$ cat src/sv/segi_pkg.sv
// ============================================================================
// segi_pkg
// Types and widths shared by the segment intersection pipeline.
// ============================================================================
package segi_pkg;

    localparam int COORD_W = 16;               // coordinate width, Q8.8
    localparam int DIFF_W  = COORD_W + 1;      // endpoint difference
    localparam int PROD_W  = 2 * COORD_W;      // coordinate product
    localparam int CROS_W  = 2 * COORD_W + 1;  // line constant x1*y2 - y1*x2
    localparam int DET_W   = 2 * COORD_W + 3;  // determinant
    localparam int NUM_W   = 3 * COORD_W + 4;  // numerators, signed
    localparam int MAG_W   = 3 * COORD_W + 4;  // magnitudes in the divider
    localparam int DIV_STEPS = COORD_W;        // one quotient bit per stage

    typedef logic signed [COORD_W-1:0] t_coord;

    typedef struct packed {
        t_coord a_start_x;
        t_coord a_start_y;
        t_coord a_end_x;
        t_coord a_end_y;
        t_coord b_start_x;
        t_coord b_start_y;
        t_coord b_end_x;
        t_coord b_end_y;
    } t_seg_in;

    typedef struct packed {
        logic   hit;
        t_coord cross_x;
        t_coord cross_y;
        logic   y_clipped;
    } t_seg_out;

    // One item on its way through the divider stages.
    typedef struct packed {
        t_coord             xa;
        t_coord             xb;
        t_coord             xc;
        t_coord             xd;
        logic               det_zero;
        logic               neg_x;
        logic               neg_y;
        logic               ovf_x;
        logic               ovf_y;
        logic [MAG_W-1:0]   dsh;
        logic [MAG_W-1:0]   rx;
        logic [MAG_W-1:0]   ry;
        logic [COORD_W-1:0] qx;
        logic [COORD_W-1:0] qy;
    } t_div_item;

endpackage

$ cat src/sv/segi_back.sv
// ============================================================================
// segi_back
// Signs the quotients, tests the crossing x against both x ranges and
// saturates the crossing y.
// ============================================================================
module segi_back import segi_pkg::*; (
    input  t_div_item i_item,
    output t_seg_out  o_item
);

    localparam logic signed [DIFF_W-1:0] Y_MAX = DIFF_W'((1 << (COORD_W - 1)) - 1);
    localparam logic signed [DIFF_W-1:0] Y_MIN = -DIFF_W'(1 << (COORD_W - 1));

    logic signed [DIFF_W-1:0] n_qx, n_qy;
    logic signed [DIFF_W-1:0] n_lo_a, n_hi_a, n_lo_b, n_hi_b;
    logic                     n_in_a, n_in_b, n_hit;

    always_comb begin
        n_qx = i_item.neg_x ? -$signed({1'b0, i_item.qx}) : $signed({1'b0, i_item.qx});
        n_qy = i_item.neg_y ? -$signed({1'b0, i_item.qy}) : $signed({1'b0, i_item.qy});

        n_lo_a = (i_item.xa < i_item.xb) ? DIFF_W'(i_item.xa) : DIFF_W'(i_item.xb);
        n_hi_a = (i_item.xa < i_item.xb) ? DIFF_W'(i_item.xb) : DIFF_W'(i_item.xa);
        n_lo_b = (i_item.xc < i_item.xd) ? DIFF_W'(i_item.xc) : DIFF_W'(i_item.xd);
        n_hi_b = (i_item.xc < i_item.xd) ? DIFF_W'(i_item.xd) : DIFF_W'(i_item.xc);
        n_in_a = (n_qx >= n_lo_a) && (n_qx <= n_hi_a);
        n_in_b = (n_qx >= n_lo_b) && (n_qx <= n_hi_b);
        n_hit  = !i_item.det_zero && !i_item.ovf_x && n_in_a && n_in_b;

        o_item = '0;
        if (n_hit) begin
            o_item.hit     = 1'b1;
            o_item.cross_x = n_qx[COORD_W-1:0];
            if (i_item.ovf_y) begin
                o_item.y_clipped = 1'b1;
                o_item.cross_y   = i_item.neg_y ? Y_MIN[COORD_W-1:0] : Y_MAX[COORD_W-1:0];
            end else if (n_qy > Y_MAX) begin
                o_item.y_clipped = 1'b1;
                o_item.cross_y   = Y_MAX[COORD_W-1:0];
            end else if (n_qy < Y_MIN) begin
                o_item.y_clipped = 1'b1;
                o_item.cross_y   = Y_MIN[COORD_W-1:0];
            end else begin
                o_item.cross_y   = n_qy[COORD_W-1:0];
            end
        end
    end

endmodule

$ cat config.mk
export PLATFORM = sky130hd
export DESIGN_NAME = segi_back
export DESIGN_NICKNAME = d
export VERILOG_FILES = /design/src/sv/segi_pkg.sv /design/src/sv/segi_back.sv
export SDC_FILE = /design/constraint.sdc
export NUM_CORES = 1
export LEC_CHECK = 0
export BUFFER_PORTS_ARGS = -buffer_cell sky130_fd_sc_hd__buf_2
export CAP_MARGIN = 40
export CORE_AREA = 2 2 113 115
export DETAILED_ROUTE_END_ITERATION = 16
export DIE_AREA = 0 0 115 117
export PLACE_DENSITY_LB_ADDON = 0.1
export SETUP_SLACK_MARGIN = 0.3
export SYNTH_ARGS = -nofsm -noshare
export SYNTH_HDL_FRONTEND = slang
export SYNTH_SLANG_ARGS = --single-unit
export TNS_END_PERCENT = 1
$ cat constraint.sdc
create_clock -name vclk -period 6.5
set_input_delay 0.325 -clock vclk [all_inputs]
set_output_delay 0.325 -clock vclk [all_outputs]
set_load 0.005 [all_outputs]
==> metrics.cfg <==
[run_status]
status=complete, no violations

[power_and_ir_drop]
total_power_mw=0.4569
p_leak_nw=2.708
vdd_drop_max_uv=40.71
p_per_area_mw_per_mm2=90.71

[worst_setup_path]
crit_fanout=19
crit_chain=buf_2 > inv_1 > ha_1 > a21o_1 > a21o_1 > a2111oi_0 > o21bai_1 > o31a_1 > buf_4 > mux2i_1 > ha_1 > and4_1 > a221oi_1 > a21oi_1 > a31o_2 > or3_1 > nor3_1 > buf_2
slowest_stage=or3_1
worst-setup-path-type=in -> out
critical_path_arrival_ns=5.54
critical_path.max_stage_delay_ns=0.70
required_ns=6.17
start_kind=primary input
cp-end-kind=primary output

[global_route]
gr-total-overflow=0
grt_first_pass_wirelength_mm=21.82
grt_max_degree=24
grt_usage=0.1993
antenna_found_initial=0
grt_pass1_vias=4430

[sta]
relSlewSlack=0.3812
clock.fmax_ghz=0.1705
setup_slack_ns=0.6349
tightest_slew_ns=0.9283
setup_viol=0
period_share=0.9023
timing.final.hold_violations=0
whs_ns=1.079
rsz0062_at_grt=yes
drv_slew=0
period_needed_ns=5.865
finalSetupTns_ns=0

[worst_hold_path]
hp-class=in -> out

[final_layout]
drive_gt1_frac=0.2448
clkbuf_count=0
final_nets=1033
seq_cell_count=0
multi_input_area_mm2=0.003939
stdcell_area_mm2=0.005037
area_growth_pct=20.79
seqCellArea_um2=0
fillCellCount=1354

[route]
dr.pass1.iters=4
ant_nets=0
vias_per_cell=5.482
num_vias=4523
drtIter0Drc=208
routed_wl_mm=13.53
wl_per_cell_um=16.40
drc=0

[synth]
synth_xor_xnor_area_share=0.04410
synth_compound_area_frac=0.2115
synthesis.instances=550
synth_area_per_cell_um2=7.582
yosys_warnings=0
synthSimpleGateAreaFrac=0.2265
yosysSeqAreaShare=0
syn_area_mm2=0.004170
ys_types=58
synthAdderAreaFrac=0.3000
synth_mux_area_frac=0.1575
syn_nets=907
synth_top_family_by_area=adder cells

[floorplanning]
rows=41
io_pins=291
initial_utilization=0.3387
dieArea_mm2=0.01346
die_h_um=117
core_area_mm2=0.01231
die_x_um=115

[clock_tree]
cts_resized=0
postCtsSetupBuffers=0
postCtsHoldBufs=0

[place]
gp_congestion=0.8449
port_buffers=135
placed_area_mm2=0.005030
place_hpwl_mm=11.87
pre_cts_slack_ns=0.6010

[job]
cap_violations=0

==> cell usage in the layout (no fill, tap or decap), types with 3 or more instances in the layout <==
master	instances
o22ai_1	11
o31ai_1	3
xor2_1	6
nand2_1	23
o31a_1	5
or4_4	5
a31oi_1	5
or4_1	3
nand3_1	10
o21ai_0	20
nand2b_1	11
o211ai_1	5
a21oi_1	28
a21o_1	12
xnor2_1	15
buf_4	8
nor2_1	30
nand4_1	14
a2111oi_0	3
mux2_2	5
nor4_1	9
nor3_1	20
mux2i_1	60
ha_1	100
inv_1	46
or3_1	11
o21a_1	5
nor2b_1	15
and3_1	6
and4_1	4
buf_2	135
a211oi_1	10
==> stage by stage <==
stage / utilization / cells
finish: 0.4091 / 825
global route: 0.4089 / 824
CTS: 0.4085 / 824
detailed placement: 0.4085 / 824
global placement: 0.4085 / 824
floorplan: - / 550
==> area by class of cell <==
type	count	share of cell area
antenna	1	0.0004968
timing repair buffer	143	0.1461
tap	150	0.03726
multi-input combinational	485	0.7819
inverter	46	0.03428
==> power breakdown <==
group | switching [mW] | internal, mW | leakage (nW) | total [mW]
Sequential | 0 | 0 | 0 | 0
Clock | 0 | 0.0000000206 | 0.00000634 | 0.0000000206
Combinational | 0.253 | 0.204 | 2.71 | 0.457
Total | 0.253 | 0.204 | 2.71 | 0.457
==> layer usage <==
layer  wire length [um]  part of all wire  vias to the layer above  global-route usage
li1                   -                 -                     2351                   -
met1               6226              0.46                     2049              0.2735
met2               6275              0.46                      119              0.3459
met3                977             0.072                        4             0.03450
met4                 50            0.0037                        0            0.007229
met5                  0                 0                        -                   0
==> worst max-delay path: cells and delay by family <==
| family | cells | cell delay, ns |
|---|---|---|
| mux | 1 | 0.22 |
| simple gates | 3 | 1.50 |
| compound gates | 8 | 2.22 |
| fa+ha+maj | 2 | 0.57 |
| buf+inv | 4 | 0.67 |
==> kinds of logic (layout without fill, tap and decap cells) <==
group	after synthesis	after routing
simple gates	169	169
compound gates	130	130
fa+ha+maj	100	100
mux	65	65
buf+inv	65	189
xor+xnor	21	21
other cells	0	1
==> worst paths after layout <==
check         from         end  slack, ns  cells past startpoint
max    i_item[234]   o_item[8]       0.63                     18
min     i_item[14]  o_item[15]       1.08                      4
==> cells in the mapped netlist (2+ instances only) <==
library cell	n	share of area
nand2b_1	11	0.017
o21ai_0	20	0.024
nand4_1	14	0.021
inv_1	46	0.041
a2111oi_0	3	0.0063
or3_1	11	0.017
or4_1	3	0.0054
and3_1	6	0.0090
o21bai_1	2	0.0036
or4_4	5	0.014
or2_2	2	0.0030
o31a_1	5	0.011
o21ai_1	2	0.0024
nand2_1	23	0.021
a221o_1	2	0.0048
xor2_1	6	0.013
mux2i_1	60	0.14
a21oi_1	28	0.034
nor3_1	20	0.024
nor4_1	9	0.014
a21o_1	12	0.022
mux2_2	5	0.014
o31ai_1	3	0.0054
buf_1	6	0.0054
a211oi_1	11	0.020
buf_2	3	0.0036
a31oi_1	6	0.0090
o22ai_1	11	0.017
and4_1	4	0.0084
clkbuf_1	9	0.0081
nor2b_1	15	0.023
o211ai_1	5	0.0090
o21a_1	5	0.0090
o41ai_1	2	0.0042
nor2_1	30	0.027
nand3_1	10	0.012
xnor2_1	15	0.032
ha_1	100	0.30
Note: power is estimated with default switching activity, not from simulation.
