File: config.mk
export PLATFORM = sky130hd
export DESIGN_NAME = segi_div_step
export DESIGN_NICKNAME = d
export VERILOG_FILES = /design/src/sv/segi_pkg.sv /design/src/sv/segi_div_step.sv
export SDC_FILE = /design/constraint.sdc
export NUM_CORES = 1
export LEC_CHECK = 0
export BUFFER_PORTS_ARGS = -buffer_cell sky130_fd_sc_hd__buf_2
export CAP_MARGIN = 15
export CORE_AREA = 8 8 196 198
export DETAILED_ROUTE_END_ITERATION = 7
export DIE_AREA = 0 0 204 206
export HOLD_SLACK_MARGIN = 0.1
export PLACE_DENSITY = 0.73
export SYNTH_ARGS = -nofsm -noshare
export SYNTH_HDL_FRONTEND = slang
export SYNTH_SLANG_ARGS = --single-unit
File: constraint.sdc
create_clock -name i_clk -period 3.4 [get_ports i_clk]
set_input_delay 0.34 -clock i_clk [delete_from_list [all_inputs] [get_ports i_clk]]
set_output_delay 0.34 -clock i_clk [all_outputs]
set_load 0.05 [all_outputs]
File: src/sv/segi_pkg.sv
// ============================================================================
// segi_pkg
// Types and widths shared by the segment intersection pipeline.
// ============================================================================
package segi_pkg;

    localparam int COORD_W = 16;               // coordinate width, Q8.8
    localparam int DIFF_W  = COORD_W + 1;      // endpoint difference
    localparam int PROD_W  = 2 * COORD_W;      // coordinate product
    localparam int CROS_W  = 2 * COORD_W + 1;  // line constant x1*y2 - y1*x2
    localparam int DET_W   = 2 * COORD_W + 3;  // determinant
    localparam int NUM_W   = 3 * COORD_W + 4;  // numerators, signed
    localparam int MAG_W   = 3 * COORD_W + 4;  // magnitudes in the divider
    localparam int DIV_STEPS = COORD_W;        // one quotient bit per stage

    typedef logic signed [COORD_W-1:0] t_coord;

    typedef struct packed {
        t_coord a_start_x;
        t_coord a_start_y;
        t_coord a_end_x;
        t_coord a_end_y;
        t_coord b_start_x;
        t_coord b_start_y;
        t_coord b_end_x;
        t_coord b_end_y;
    } t_seg_in;

    typedef struct packed {
        logic   hit;
        t_coord cross_x;
        t_coord cross_y;
        logic   y_clipped;
    } t_seg_out;

    // One item on its way through the divider stages.
    typedef struct packed {
        t_coord             xa;
        t_coord             xb;
        t_coord             xc;
        t_coord             xd;
        logic               det_zero;
        logic               neg_x;
        logic               neg_y;
        logic               ovf_x;
        logic               ovf_y;
        logic [MAG_W-1:0]   dsh;
        logic [MAG_W-1:0]   rx;
        logic [MAG_W-1:0]   ry;
        logic [COORD_W-1:0] qx;
        logic [COORD_W-1:0] qy;
    } t_div_item;

endpackage

File: src/sv/segi_div_step.sv
// ============================================================================
// segi_div_step
// One restoring division stage: one quotient bit for x and one for y.
// ============================================================================
module segi_div_step import segi_pkg::*; (
    input  logic      i_clk,
    input  logic      i_rst_n,
    input  logic      i_adv,
    input  logic      i_valid,
    input  t_div_item i_item,
    output logic      o_valid,
    output t_div_item o_item
);

    logic             r_valid;
    t_div_item        r_item;
    t_div_item        n_item;
    logic             n_gex, n_gey;
    logic [MAG_W-1:0] n_remx, n_remy;

    always_comb begin
        n_gex  = i_item.rx >= i_item.dsh;
        n_gey  = i_item.ry >= i_item.dsh;
        n_remx = n_gex ? i_item.rx - i_item.dsh : i_item.rx;
        n_remy = n_gey ? i_item.ry - i_item.dsh : i_item.ry;
        n_item    = i_item;
        n_item.rx = n_remx << 1;
        n_item.ry = n_remy << 1;
        n_item.qx = {i_item.qx[COORD_W-2:0], n_gex};
        n_item.qy = {i_item.qy[COORD_W-2:0], n_gey};
    end

    always_ff @(posedge i_clk) begin
        if (!i_rst_n) begin
            r_valid <= 1'b0;
        end else if (i_adv) begin
            r_valid <= i_valid;
        end
    end

    always_ff @(posedge i_clk) begin
        if (i_adv) begin
            r_item <= n_item;
        end
    end

    assign o_valid = r_valid;
    assign o_item  = r_item;

endmodule

==> results.rst, run 1 <==
.. list-table::
   :header-rows: 1

   * - Metric
     - Value
   * - Outcome
     - finished clean
   * - CTS clk-pin slew, worst paths
     - about 0.060 ns
   * - Routed wire per std cell
     - about 23 µm
   * - Sink Count
     - 256
   * - Share of layout cells above drive strength 1
     - 34.4%
   * - Yosys reg bits
     - ~260
   * - Die Width
     - approximately 200 µm
   * - Biggest area consumer among synthesized cells
     - edfxtp_1
   * - Pin count of the biggest net entering global routing
     - between 90 and 100
   * - Slowest CP cell
     - dlygate4sd3_1
   * - Final RePlAce weighted congestion
     - 0.976
   * - Area growth from synthesis to layout
     - 50.0%
   * - Setup repair after global routing missed its margin
     - true
   * - Wire length of the first global-routing pass
     - 92.0 mm
   * - Die H
     - approximately 210 µm
   * - Most instantiated cells after synthesis
     - 255 x edfxtp_1, 160 x a21oi_1, 129 x nand2_1
   * - Total power density per cell area
     - about 500 nW/µm²
   * - Synthesized area
     - around 15000 µm²
   * - Fraction of the yosys area taken by sequential cells
     - about half
   * - Core area
     - between 30000 and 40000 µm²
   * - Worst hold path stage count
     - 2
   * - Via count
     - 15100
   * - Drt drc
     - 0
   * - Setup violation total in the final timing report
     - 0
   * - Relative slew slack
     - between 40% and 50%
   * - Post-synthesis instance total
     - 1433
   * - Number of synthesized flops with an enable pin
     - approximately 260
   * - DRT Pass-1 Iters
     - 5
   * - Minimum setup slack after placement
     - -0.242 ns
   * - Sort of element at the start of the critical path
     - input port
   * - Via density
     - between 5 and 6
   * - Number of fillers in the final layout
     - 2720
   * - Mean Syn Cell Area
     - around 11 µm²
   * - Maximum resistive drop on vdd
     - 429 µV
   * - Critical path, cell by cell
     - dlygate4sd3_1 > buf_2 > inv_1 > ha_4 > nand4_1 > or2_4 > nor3_2 > a22oi_2 > a31oi_2 > buf_4 > a31oi_1 > a221o_2 > buf_4 > clkbuf_16 > nand2_1 > o21ai_0
   * - Initial antenna violation count
     - 8
   * - Largest cells by area after synthesis
     - edfxtp_1 51%, ha_1 8.6%, a21oi_1 5.3%
   * - Final HPWL from detailed placement
     - ~47 mm
   * - Via count of the first global-routing pass
     - 15400
   * - Number of buffers created by CTS
     - 29
   * - Initial drt markers
     - around 1100
   * - Number of I/O port buffers
     - between 500 and 600
   * - H-Tree Level Count
     - 1
   * - Maximum net fanout on the critical path
     - 35
   * - CTS root buffer
     - clkbuf_16
   * - Clock Skew
     - 0 ns
   * - Critical Path AT
     - approximately 3.6 ns
   * - Antenna-violating nets left
     - 0
   * - Fin crit period
     - about 3.3 ns
   * - Most frequent cell after synthesis
     - edfxtp_1
   * - Worst Setup End Kind
     - flop
   * - Peak Freq
     - 0.301 GHz
   * - Later-pin clock latency in the skew report
     - roughly 0.55 ns
   * - Register-to-Register Path Depth
     - 3
   * - Worst path max stage delay
     - 0.54 ns
   * - Main flop type after synthesis
     - edfxtp_1
   * - Proportion of netlist area held by the largest area contributor
     - between 50% and 60%
   * - Maximum clock path buffer count
     - 3
   * - Critical path start-end classification
     - input port to flop
   * - Async S/R FF share, synth
     - 0%
   * - Ratio of final minimum period to clock period
     - between 90% and 100%
   * - Hold WC Path Type
     - input port to flop
   * - Total routing resource utilization after global routing
     - 28.3%
   * - Dominant cell type by count on the critical path
     - buf_4
   * - Leakage power figure
     - around 10 nW
   * - Total Die Area
     - approximately 42000 µm²
   * - Fin. Hold Viols
     - 0
   * - Number of library cell types mapped by synthesis
     - 68
   * - Pin slew with the least headroom to its limit
     - about 0.8 ns
   * - Initial core utilization
     - a little over two fifths
   * - Power after layout
     - about 11 mW
   * - Overall overflow remaining after global route
     - 0
   * - Post-Route WL
     - about 64 mm
   * - Final worst setup slack
     - 0.0752 ns
   * - Placed Area
     - approximately 19000 µm²
   * - Count of maximum capacitance violations
     - 0
   * - Critical path data required time
     - ~3.7 ns
   * - Top-Level Pins
     - approximately 520
   * - Cell area after layout
     - 22600 µm²
   * - Number of slew-limit violations in the final report
     - 0
   * - Cell Rows
     - a little under 70
   * - TritonCTS clock tree
     - built
   * - Number of nets in the finished design
     - 2641
   * - Yosys synthesis warning count
     - 0
## cell families (layout without fill, tap and decap cells)
| family | after synthesis | count (layout) | synth area share (%) |
|---|---|---|---|
| buffers and inverters | 147 | 1009 | 4.02 |
| xor gates and xnor gates | 91 | 91 | 5.29 |
| muxes | 14 | 14 | 1.16 |
| other | 1 | 10 | 0.0249 |
| DFF | 256 | 256 | 50.9 |
| AOI/OAI and AO/OA | 458 | 458 | 18.8 |
| adders and majority gates | 106 | 106 | 8.90 |
| and+or+nand+nor | 360 | 360 | 10.9 |
## where the power goes
| part | total [mW] | internal (mW) | switching, mW | leakage (nW) |
|---|---|---|---|---|
| combinational | 4.06 | 1.36 | 2.70 | 7.30 |
| sequential | 3.99 | 3.88 | 0.102 | 2.50 |
| clock | 3.36 | 1.96 | 1.40 | 0.484 |
## metal layers
| layer | global-route usage, % | vias up | part of all wire, % |
|---|---|---|---|
| met5 | 0 | - | 0.027 |
| met4 | 13.8 | 4 | 5.1 |
| met3 | 6.82 | 173 | 7.8 |
| met2 | 49.7 | 691 | 50 |
| met1 | 32.0 | 7224 | 37 |
| li1 | - | 7012 | - |
## worst paths after layout
path	from	endpoint	slack [ns]
setup reg to reg	o_valid	o_valid	2.19
hold reg to reg	o_valid	o_valid	1.12
hold / removal	i_item[99]	o_item[100]	0.12
setup / recovery	i_item[150]	o_item[64]	0.08
## stage by stage
step           cells  TNS, ns  hold slack [ns]  utilization (%)
6_report        2765        0            0.121             64.2
5_1_grt         2762   -0.169            0.114             64.2
2_1_floorplan   1434        0            0.439                -
3_3_place_gp    2495    -4.21            0.492             54.5
3_5_place_dp    2495    -5.66            0.518             54.5
4_1_cts         2745        0            0.101             62.9
## flip-flops by register name (all words and copies together) (netlist names)
signal,flops
o_item,255
o_valid,1
## placed cells by master (no fill, tap or decap), drive strengths merged, types with 32 or more instances in the layout
cell,netlist,routed
clkbuf,45,32
inv,81,87
nor2,102,102
dlygate4sd3,0,197
buf,21,675
o21ai,101,101
a21o,76,76
xor2,40,40
ha,104,104
edfxtp,255,255
xnor2,51,51
nand2,129,129
a21oi,160,160
## critical path, delay by kind of cell
kind / cells / cell delay (ns)
buffers and inverters: 6 / 1.31
AO/OA/AOI/OAI: 5 / 0.94
AND/OR/NAND/NOR: 4 / 0.68
adder cells (fa/ha/maj): 1 / 0.31
## what timing repair did
| action | CTS | global route |
|---|---|---|
| setup buffers | 0 | 8 |
| hold buffers | 197 | 0 |
| setup endpoints to repair | 0 | 61 |
| hold endpoints to repair | 196 | 0 |
| resized for setup | 0 | 59 |
## cell type report
class	instances	area, µm²	share of cell area [%]
flip-flops and latches	256	7680	34.0
clock inverters	24	287	1.27
clock buffers	29	726	3.21
multi-input cells	1031	7050	31.2
diodes	8	20.0	0.0886
repair buffers	875	5960	26.3
inverters	81	309	1.37
well taps	461	577	2.55
(Power assumes the default switching activity.)
==> run 2: changes to the inputs <==
RECOVER_POWER = 25   (was default)
==> run 2 against run 1 <==
  * Critical endpoint unchanged
  * The run now ends with max-capacitance violations, max-slew violations left
  * Power is essentially flat
  * Cell count about the same
  * Final area fell by 0.34%
  * Non-clock buffer count did not move
==> results.rst, run 2 (synthesis gave the netlist of run 1 again) <==
.. list-table::
   :header-rows: 1

   * - Metric
     - Value
   * - Outcome
     - complete, but fails checks (was finished clean)
   * - Failing checks
     - max-capacitance violations, max-slew violations
   * - Ratio of final minimum period to clock period
     - 98.3% (was 97.8%)
   * - Fin crit period
     - 3.34 ns (was 3.32 ns)
   * - Final HPWL from detailed placement
     - 47.5 mm (unchanged)
   * - Antenna-violating nets left
     - 0 (unchanged)
   * - Number of nets in the finished design
     - 2641 (unchanged)
   * - WHS Endpoint
     - o_item[56] (was o_item[100])
   * - Total power density per cell area
     - 506 nW/µm² (was 505 nW/µm²)
   * - Largest delay share family, worst path
     - buffers and inverters (unchanged)
   * - Critical Path Stages
     - 16 (unchanged)
   * - Initial antenna violation count
     - 8 (unchanged)
   * - Total Die Area
     - 42000 µm² (unchanged)
   * - Core area
     - 35200 µm² (unchanged)
   * - Count of maximum capacitance violations
     - 1 (was 0)
   * - R2R Path End
     - o_valid (unchanged)
   * - Worst hold path stage count
     - 3 (was 2)
   * - Bufs and invs on worst path
     - 6 (unchanged)
   * - H-Tree Level Count
     - 1 (unchanged)
   * - GR Util met3
     - 6.82% (unchanged)
   * - TritonCTS clock tree
     - built (unchanged)
   * - Sort of element at the start of the critical path
     - input port (unchanged)
   * - Total routing resource utilization after global routing
     - 28.3% (unchanged)
   * - Cell Rows
     - 69 (unchanged)
   * - Critical path start-end classification
     - input port to flop (unchanged)
   * - Maximum clock path buffer count
     - 3 (unchanged)
   * - Number of slew-limit violations in the final report
     - 90 (was 0)
   * - Critical path data required time
     - 3.68 ns (about the same)
   * - Pin slew with the least headroom to its limit
     - 2.58 ns (was 0.808 ns)
   * - Power after layout
     - 11.4 mW (about the same)
   * - Relative slew slack
     - -71.7% (was 46.1%)
   * - Leakage power figure
     - 10.1 nW (was 10.3 nW)
   * - Most frequent standard cell in the layout excluding fill and tap cells
     - buf_2 (unchanged)
   * - Worst reg2reg startpoint
     - o_valid (unchanged)
   * - Largest register FFs
     - 255 (unchanged)
   * - Clock Skew
     - 0 ns (unchanged)
   * - Hold WC Path Type
     - input port to flop (unchanged)
   * - Gr busiest metal
     - met2 (unchanged)
   * - Via count
     - 15100 (about the same)
   * - GR Layer Usage met2
     - 49.7% (unchanged)
   * - Worst Setup End Kind
     - flop (unchanged)
   * - Wire length of the first global-routing pass
     - 92.0 mm (unchanged)
   * - Fin. Hold Viols
     - 0 (unchanged)
   * - Most used cells in the layout excluding fill and tap cells
     - 457 x buf_2, 255 x edfxtp_1, 197 x dlygate4sd3_1 (was 512 x buf_2, 255 x edfxtp_1, 197 x dlygate4sd3_1)
   * - Critical path, cell by cell
     - dlygate4sd3_1 > clkbuf_1 > inv_1 > ha_4 > nand2_1 > or2_4 > nor3_2 > a22oi_2 > a31oi_2 > buf_4 > a31oi_1 > a221o_2 > buf_4 > clkbuf_16 > nand2_1 > o21ai_0 (was dlygate4sd3_1 > buf_2 > inv_1 > ha_4 > nand4_1 > or2_4 > nor3_2 > a22oi_2 > a31oi_2 > buf_4 > a31oi_1 > a221o_2 > buf_4 > clkbuf_16 > nand2_1 > o21ai_0)
   * - Number of I/O port buffers
     - 514 (unchanged)
   * - Min-Delay Startpoint
     - i_item[55] (was i_item[99])
   * - Setup repair after global routing missed its margin
     - true (unchanged)
   * - Initial drt markers
     - 1039 (was 1098)
   * - Later-pin clock latency in the skew report
     - 0.55 ns (about the same)
   * - CTS clk-pin slew, worst paths
     - 0.06 ns (about the same)
   * - Top-Level Pins
     - 519 (unchanged)
   * - Critical Path AT
     - 3.62 ns (was 3.60 ns)
   * - Die Width
     - 204 µm (unchanged)
   * - Pin count of the biggest net entering global routing
     - 92 (unchanged)
   * - Share of layout cells above drive strength 1
     - 32.1% (was 34.4%)
   * - Utilization of the core after routing
     - 64.0% (was 64.2%)
   * - Number of buffers created by CTS
     - 29 (unchanged)
   * - DRT Pass-1 Iters
     - 5 (unchanged)
   * - Global-route track usage on met1
     - 32.0% (unchanged)
   * - FF-to-FF setup slack
     - 2.19 ns (about the same)
   * - Post-Route WL
     - 64.0 mm (was 64.1 mm)
   * - Maximum resistive drop on vdd
     - 429 µV (about the same)
   * - Register-to-Register Path Depth
     - 3 (unchanged)
   * - Area growth from synthesis to layout
     - 49.5% (was 50.0%)
   * - Via density
     - 5.46 (about the same)
   * - Die H
     - 206 µm (unchanged)
   * - Sink Count
     - 256 (unchanged)
   * - Post-placement cell count
     - 2495 (unchanged)
   * - Initial core utilization
     - 42.8% (unchanged)
   * - Overall overflow remaining after global route
     - 0 (unchanged)
   * - Worst path max stage delay
     - 0.53 ns (was 0.54 ns)
   * - CTS root buffer
     - clkbuf_16 (unchanged)
   * - Setup violation total in the final timing report
     - 0 (unchanged)
   * - Final standard cell count with taps included and fillers excluded
     - 2764 (was 2765)
   * - Slowest CP cell
     - dlygate4sd3_1 (unchanged)
   * - Maximum net fanout on the critical path
     - 35 (unchanged)
   * - Routed wire per std cell
     - 23.2 µm (about the same)
   * - Drt drc
     - 0 (unchanged)
   * - Peak Freq
     - 0.299 GHz (was 0.301 GHz)
   * - Via count of the first global-routing pass
     - 15400 (unchanged)
   * - Final RePlAce weighted congestion
     - 0.976 (unchanged)
## run 2: worst reg2reg max path, delay by kind of cell, from the launching register on
family                 cells  cell delay [ns]
multiplexers               1             0.16
AND/OR/NAND/NOR            1             0.07
flip-flops                 1             0.31
buffers and inverters      1             0.55
## run 2: layout make-up
| type | instances | area, µm² |
|---|---|---|
| fillers | 2754 | 12700 |
| clock inverters | 24 | 287 |
| well taps | 461 | 577 |
| diodes | 7 | 17.5 |
| multi-input cells | 1031 | 7050 |
| clock buffers | 29 | 726 |
| flip-flops and latches | 256 | 7680 |
| inverters | 81 | 309 |
| repair buffers | 875 | 5880 |
## run 2: where the power goes
part,total [mW],internal [mW],switching [mW]
Combinational,4.06,1.36,2.70
Clock,3.36,1.96,1.40
Sequential,3.99,3.89,0.101
Total,11.4,7.21,4.20
## run 2: worst max-delay path by stage
stage / from / to
2_1_floorplan: i_item[32] / o_item[77]
3_3_place_gp: i_item[139] / o_item[130]
3_5_place_dp: i_item[139] / o_item[130]
4_1_cts: i_item[173] / o_item[102]
5_1_grt: i_item[144] / o_item[100]
6_report: i_item[152] / o_item[64]
## run 2: timing repair
item / in CTS / in global routing
endpoints found under the setup margin: 0 / 61
hold buffers: 197 / 0
resized for setup: 0 / 59
hold endpoints to repair: 196 / 0
setup buffers: 0 / 8
## run 2: layer usage
metal  vias to the layer above  part of all wire (%)
met5                         -                 0.027
met4                         4                   5.1
met3                       164                   7.9
met2                       684                    50
met1                      7235                    37
li1                       7003                     -
## run 2: stage by stage
stage                     area (µm²)  hold WS (ns)  setup WS [ns]  setup TNS [ns]
after global routing           22500         0.114        -0.0639          -0.739
final                          22500         0.123         0.0588               0
after global placement         19200         0.492         -0.220           -4.21
after floorplan                15100         0.439          0.123               0
after detailed placement       19200         0.518         -0.242           -5.66
after CTS                      22200         0.101         0.0250               0
